**src/design/mtpa_pkg.sv**
```systemverilog
`timescale 1ns / 1ps
// ----------------------------------------------------------------------------
// mtpa_pkg
// Shared types and constants of the p-value adjustment block.
// ----------------------------------------------------------------------------
package mtpa_pkg;

  localparam int PW           = 17;
  localparam int ONE_Q16      = 65536;
  localparam int MAX_ITEMS_DEF = 64;
  localparam int HW           = 24;

  typedef enum logic [1:0] {
    M_BONF = 2'd0,
    M_HOCH = 2'd1,
    M_BH   = 2'd2,
    M_BY   = 2'd3
  } method_t;

  localparam logic [1:0] METHOD_RST = 2'd2;
  localparam logic [16:0] ALPHA_RST = 17'd3277;

  // register addresses, word index
  localparam logic ADDR_METHOD = 1'b0;
  localparam logic ADDR_ALPHA  = 1'b1;

  // queued entry between loader and adjust engine
  typedef struct packed {
    logic [PW-1:0] p;
    logic          last;
  } qent_t;

endpackage

```
**src/design/mtpa_front.sv**
```systemverilog
`timescale 1ns / 1ps
// ----------------------------------------------------------------------------
// mtpa_front
// Input skid queue: accepts p-values and holds them until the engine takes them.
// ----------------------------------------------------------------------------
module mtpa_front #(
  parameter int DEPTH = 4
) (
  input  logic               clk,
  input  logic               rst_n,
  input  logic               in_valid,
  output logic               in_ready,
  input  mtpa_pkg::qent_t    in_ent,
  output logic               q_valid,
  input  logic               q_ready,
  output mtpa_pkg::qent_t    q_ent
);

  localparam int AW = $clog2(DEPTH);

  mtpa_pkg::qent_t     mem_r [DEPTH];
  logic [AW-1:0]       wp_r, rp_r;
  logic [AW:0]         cnt_r;
  logic                push, pop;

  assign in_ready = (cnt_r != (AW+1)'(DEPTH));
  assign q_valid  = (cnt_r != '0);
  assign q_ent    = mem_r[rp_r];
  assign push     = in_valid && in_ready;
  assign pop      = q_valid && q_ready;

  // queue storage
  always_ff @(posedge clk) begin
    if (push) begin
      mem_r[wp_r] <= in_ent;
    end
  end

  // pointers and fill count
  always_ff @(posedge clk) begin
    if (!rst_n) begin
      wp_r  <= '0;
      rp_r  <= '0;
      cnt_r <= '0;
    end else begin
      if (push) wp_r <= (wp_r == AW'(DEPTH-1)) ? '0 : wp_r + 1'b1;
      if (pop)  rp_r <= (rp_r == AW'(DEPTH-1)) ? '0 : rp_r + 1'b1;
      cnt_r <= cnt_r + (AW+1)'(push) - (AW+1)'(pop);
    end
  end

  property p_no_overflow;
    @(posedge clk) disable iff (!rst_n) cnt_r <= (AW+1)'(DEPTH);
  endproperty
  a_no_overflow: assert property (p_no_overflow) else $error("queue overflow");

  property p_pop_nonempty;
    @(posedge clk) disable iff (!rst_n) pop |-> cnt_r != '0;
  endproperty
  a_pop_nonempty: assert property (p_pop_nonempty) else $error("pop from empty");

  property p_cnt_step;
    @(posedge clk) disable iff (!rst_n) (push && !pop) |=> cnt_r == $past(cnt_r) + 1'b1;
  endproperty
  a_cnt_step: assert property (p_cnt_step) else $error("count mismatch");

endmodule

```
**config.mk**
```make
export PLATFORM = sky130hd
export DESIGN_NAME = mtpa_front
export DESIGN_NICKNAME = d
export VERILOG_FILES = /design/src/design/mtpa_pkg.sv /design/src/design/mtpa_front.sv
export SDC_FILE = /design/constraint.sdc
export NUM_CORES = 1
export LEC_CHECK = 0
export ABC_AREA = 1
export BUFFER_PORTS_ARGS = -buffer_cell sky130_fd_sc_hd__buf_2
export CORE_UTILIZATION = 56
export DETAILED_ROUTE_END_ITERATION = 16
export GPL_TIMING_DRIVEN = 0
export PLACE_DENSITY = 0.77
export SLEW_MARGIN = 25
export SYNTH_ARGS = -nofsm -noshare
export SYNTH_HDL_FRONTEND = slang
export SYNTH_SLANG_ARGS = --single-unit
```
**constraint.sdc**
```tcl
create_clock -name clk -period 2.7 [get_ports clk]
set_input_delay 0.135 -clock clk [delete_from_list [all_inputs] [get_ports clk]]
set_output_delay 0.135 -clock clk [all_outputs]
set_load 0.01 [all_outputs]
```
==> impl_metrics.py <==
metrics = {
    "power": {
        "power_mw": 3.75,
        "p_int_mw": 2.58,
        "netSwitchingPower_mw": 1.17,
        "vdd_drop_max_mv": 0.656,
        "leakage_nw": 1.49,
        "clkPwrFrac_pct": 26.1,
        "powerDensity_nw_per_um2": 953,
        "share_seq_of_total_power_pct": 42.8,
        "pwr-share-comb_pct": 31.1,
        "p_sw_share_pct": 31.2,
    },
    "global_route": {
        "grt_overflow_total": 0,
        "use_met3_pct": 5.53,
        "grt_pass1_wl_mm": 9.96,
        "grt_start_max_net_pins": 19,
        "use_met1_pct": 26.2,
        "grt_pass1_vias": 2038,
        "grt_antenna_before_repair": 0,
        "busiest_layer": "met2",
        "grtUsageMet2_pct": 40.8,
        "grtUsageTotal_pct": 23.3,
    },
    "yosys": {
        "synth.avg_cell_area_um2": 13.3,
        "ys.flop_type": "edfxtp_1",
        "yosys.area_share.simple_pct": 7.86,
        "syn_inst": 242,
        "synth_fa_ha_area_share_pct": 3.35,
        "yosysUniqueCellTypes": 19,
        "synth_edf_count": 72,
        "synth_top_family_by_area": "compound AO/OA/AOI/OAI gates",
        "muxShareOfSynthArea_pct": 0,
        "synth_compound_area_share_pct": 10.4,
        "yosys_warnings": 0,
        "yosys_register_bits": 81,
        "syn-cell-area_um2": 3210,
        "ys_async_sr_fraction_pct": 0,
        "yosysSeqAreaShare_pct": 72.9,
        "synth_xor_area_share_pct": 0,
        "syn_nets": 272,
    },
    "setup_path": {
        "reg2reg_to": "cnt_r[2]",
        "worstSetupPathType": "reg -> reg",
        "worst_setup_path_start_kind": "flip-flop",
        "endpoint_kind": "flip-flop",
        "path_delay_family": "adder cells",
        "worstPathMaxFanout": 6,
        "worstReg2RegStart": "cnt_r[1]",
        "crit_chain": "nor2_2, nand2_2, nand2_1, ha_1, inv_1, ha_1, inv_1, fa_1, o21ai_0, nor2_1",
        "setup.worst_path.start": "cnt_r[1]",
        "r2r_cells": 10,
        "critPathSlowestCell": "fa_1",
        "cp.arrival_ps": 2430,
        "slowest_delay_ps": 390,
        "required_ps": 2940,
        "rrSetupSlack_ps": 510,
        "crit_buf_inv": 2,
    },
    "clock_tree": {
        "cts_tree": "built",
        "cts.sinks": 81,
        "cts_setup_buffers": 0,
        "ctsRootBufferMaster": "clkbuf_8",
        "cts_inserted_buffers": 9,
        "path_clk_slew_ps": 70,
        "cts-resized-gates": 0,
        "cts_hold_buffers": 14,
        "insertion_delay_ps": 350,
        "h-tree-depth": 3,
        "cts_buffer_depth": 2,
    },
    "final_layout": {
        "area_growth_pct": 22.3,
        "n_antenna_cell": 0,
        "design_area_um2": 3930,
        "layout_common_cells": "72 x edfxtp_1, 42 x nor2_1, 41 x buf_2",
        "drive_gt1_share_pct": 23.7,
        "instances_no_fill": 388,
        "nets": 341,
        "final_common_cell": "edfxtp_1",
    },
    "floorplan": {
        "die_width_um": 77.8,
        "die_h_um": 77.8,
        "initial_core_util_pct": 58.4,
        "fp.dieArea_um2": 6050,
        "core_area_um2": 5510,
        "num_rows": 27,
        "io_pins": 42,
    },
    "timing": {
        "hold_viol": 0,
        "tightest_slew_ps": 605,
        "clock.fmax_mhz": 457,
        "relSlewSlack_pct": 59.5,
        "fin_crit_sh_pct": 81.0,
        "skew_ps": 8.41,
        "drv_slew": 0,
        "period_minus_slack_ps": 2190,
        "setup-violations-final": 0,
        "rsz0062_at_grt": "no",
        "setup_tns_ps": 0,
    },
    "worst_hold_path": {
        "hold_path_depth": 1,
        "min_path_type": "in -> reg",
        "hp-start": "in_ent[2]",
        "hold_end": "mem_r[3][2]",
    },
    "placement": {
        "placed_area_um2": 3570,
        "dp.cells": 358,
        "place_congestion": 0.725,
        "numPortBuffers": 41,
        "dp_hpwl_mm": 3.86,
    },
    "drt": {
        "dr_total_vias": 2074,
        "routed_wl_mm": 6.39,
        "initialDrtViolationCount": 144,
        "drc_errors": 0,
        "wl_per_cell_um": 16.5,
        "dr.pass1.iters": 4,
        "via_per_inst": 5.35,
        "ant_nets": 0,
    },
    "run_status": {
        "status": "finished, final reports clean",
    },
    "flow_run": {
        "maxCapViolations": 0,
    },
}
## worst reg2reg max path: stages (launching register included)
cell and delay [ps]:
dfxtp_1 370, nor2_2 190, nand2_2 120, nand2_1 270, ha_1 290, inv_1 50, ha_1 120, inv_1 50
fa_1 390, o21ai_0 180, nor2_1 50
## area by class of cell
class / count / area (µm²)
clock buffers: 14 / 164
well taps: 72 / 90.1
inverters: 18 / 77.6
flip-flops and latches: 81 / 2340
clock inverters: 2 / 60.1
plain buffers: 10 / 101
fillers: 361 / 1580
repair buffers: 58 / 387
multi-input cells: 133 / 708
## power by group through the flow
stage | registers (mW) | clock network, mW | logic [mW]
floorplan | 1.62 | 0 | 0.731
global placement | 1.63 | 0 | 1.07
detailed placement | 1.63 | 0 | 1.15
CTS | 1.60 | 0.994 | 1.17
global route | 1.62 | 1.04 | 1.29
finish | 1.60 | 0.979 | 1.16
## registers in the layout, summed over array words and instances (netlist names), named ones only
| signal | flops |
|---|---|
| mem_r | 72 |
| cnt_r | 3 |
| rp_r | 2 |
| wp_r | 2 |
## synth_stat cells (3+ instances only)
cell type | count | area share, %
a21oi_1 | 4 | 0.62
buf_4 | 3 | 0.70
buf_6 | 7 | 2.5
dfxtp_1 | 9 | 5.6
edfxtp_1 | 72 | 67
ha_1 | 7 | 2.7
inv_1 | 16 | 1.9
nand2_1 | 11 | 1.3
nand3_1 | 4 | 0.62
nor2_1 | 46 | 5.4
o21ai_0 | 23 | 3.6
o21ai_1 | 14 | 2.2
o22ai_1 | 18 | 3.5
## logic make-up (layout without fill, tap and decap cells)
kind of cell	after synthesis	count (layout)
fa+ha+maj	8	8
flops	81	81
simple gates	64	64
compound gates	61	61
buf+inv	28	102
## how the worst max path moves through the flow
| stage | end | slack (ps) | cells past startpoint |
|---|---|---|---|
| CTS | cnt_r[2] | 490 | 10 |
| detailed placement | cnt_r[2] | 520 | 10 |
| global route | cnt_r[2] | 360 | 10 |
| floorplan | mem_r[0][0] | 800 | 4 |
| finish | cnt_r[2] | 510 | 10 |
| global placement | mem_r[3][8] | 160 | 4 |
## metrics by stage
stage               util [%]  worst slack [ps]  hold slack (ps)
floorplan                  -               804              233
finish                  71.4               512             9.51
global route            71.4               360             4.14
global placement        63.7               161              348
CTS                     71.4               491            0.563
detailed placement      64.8               517              353
## metal layers
layer / vias up / share of wire [%]
met5: - / 0
met4: 0 / 2.2
met3: 14 / 6.4
met2: 78 / 54
met1: 970 / 38
li1: 1012 / -
No activity file was read; power rests on OpenSTA's default activity.
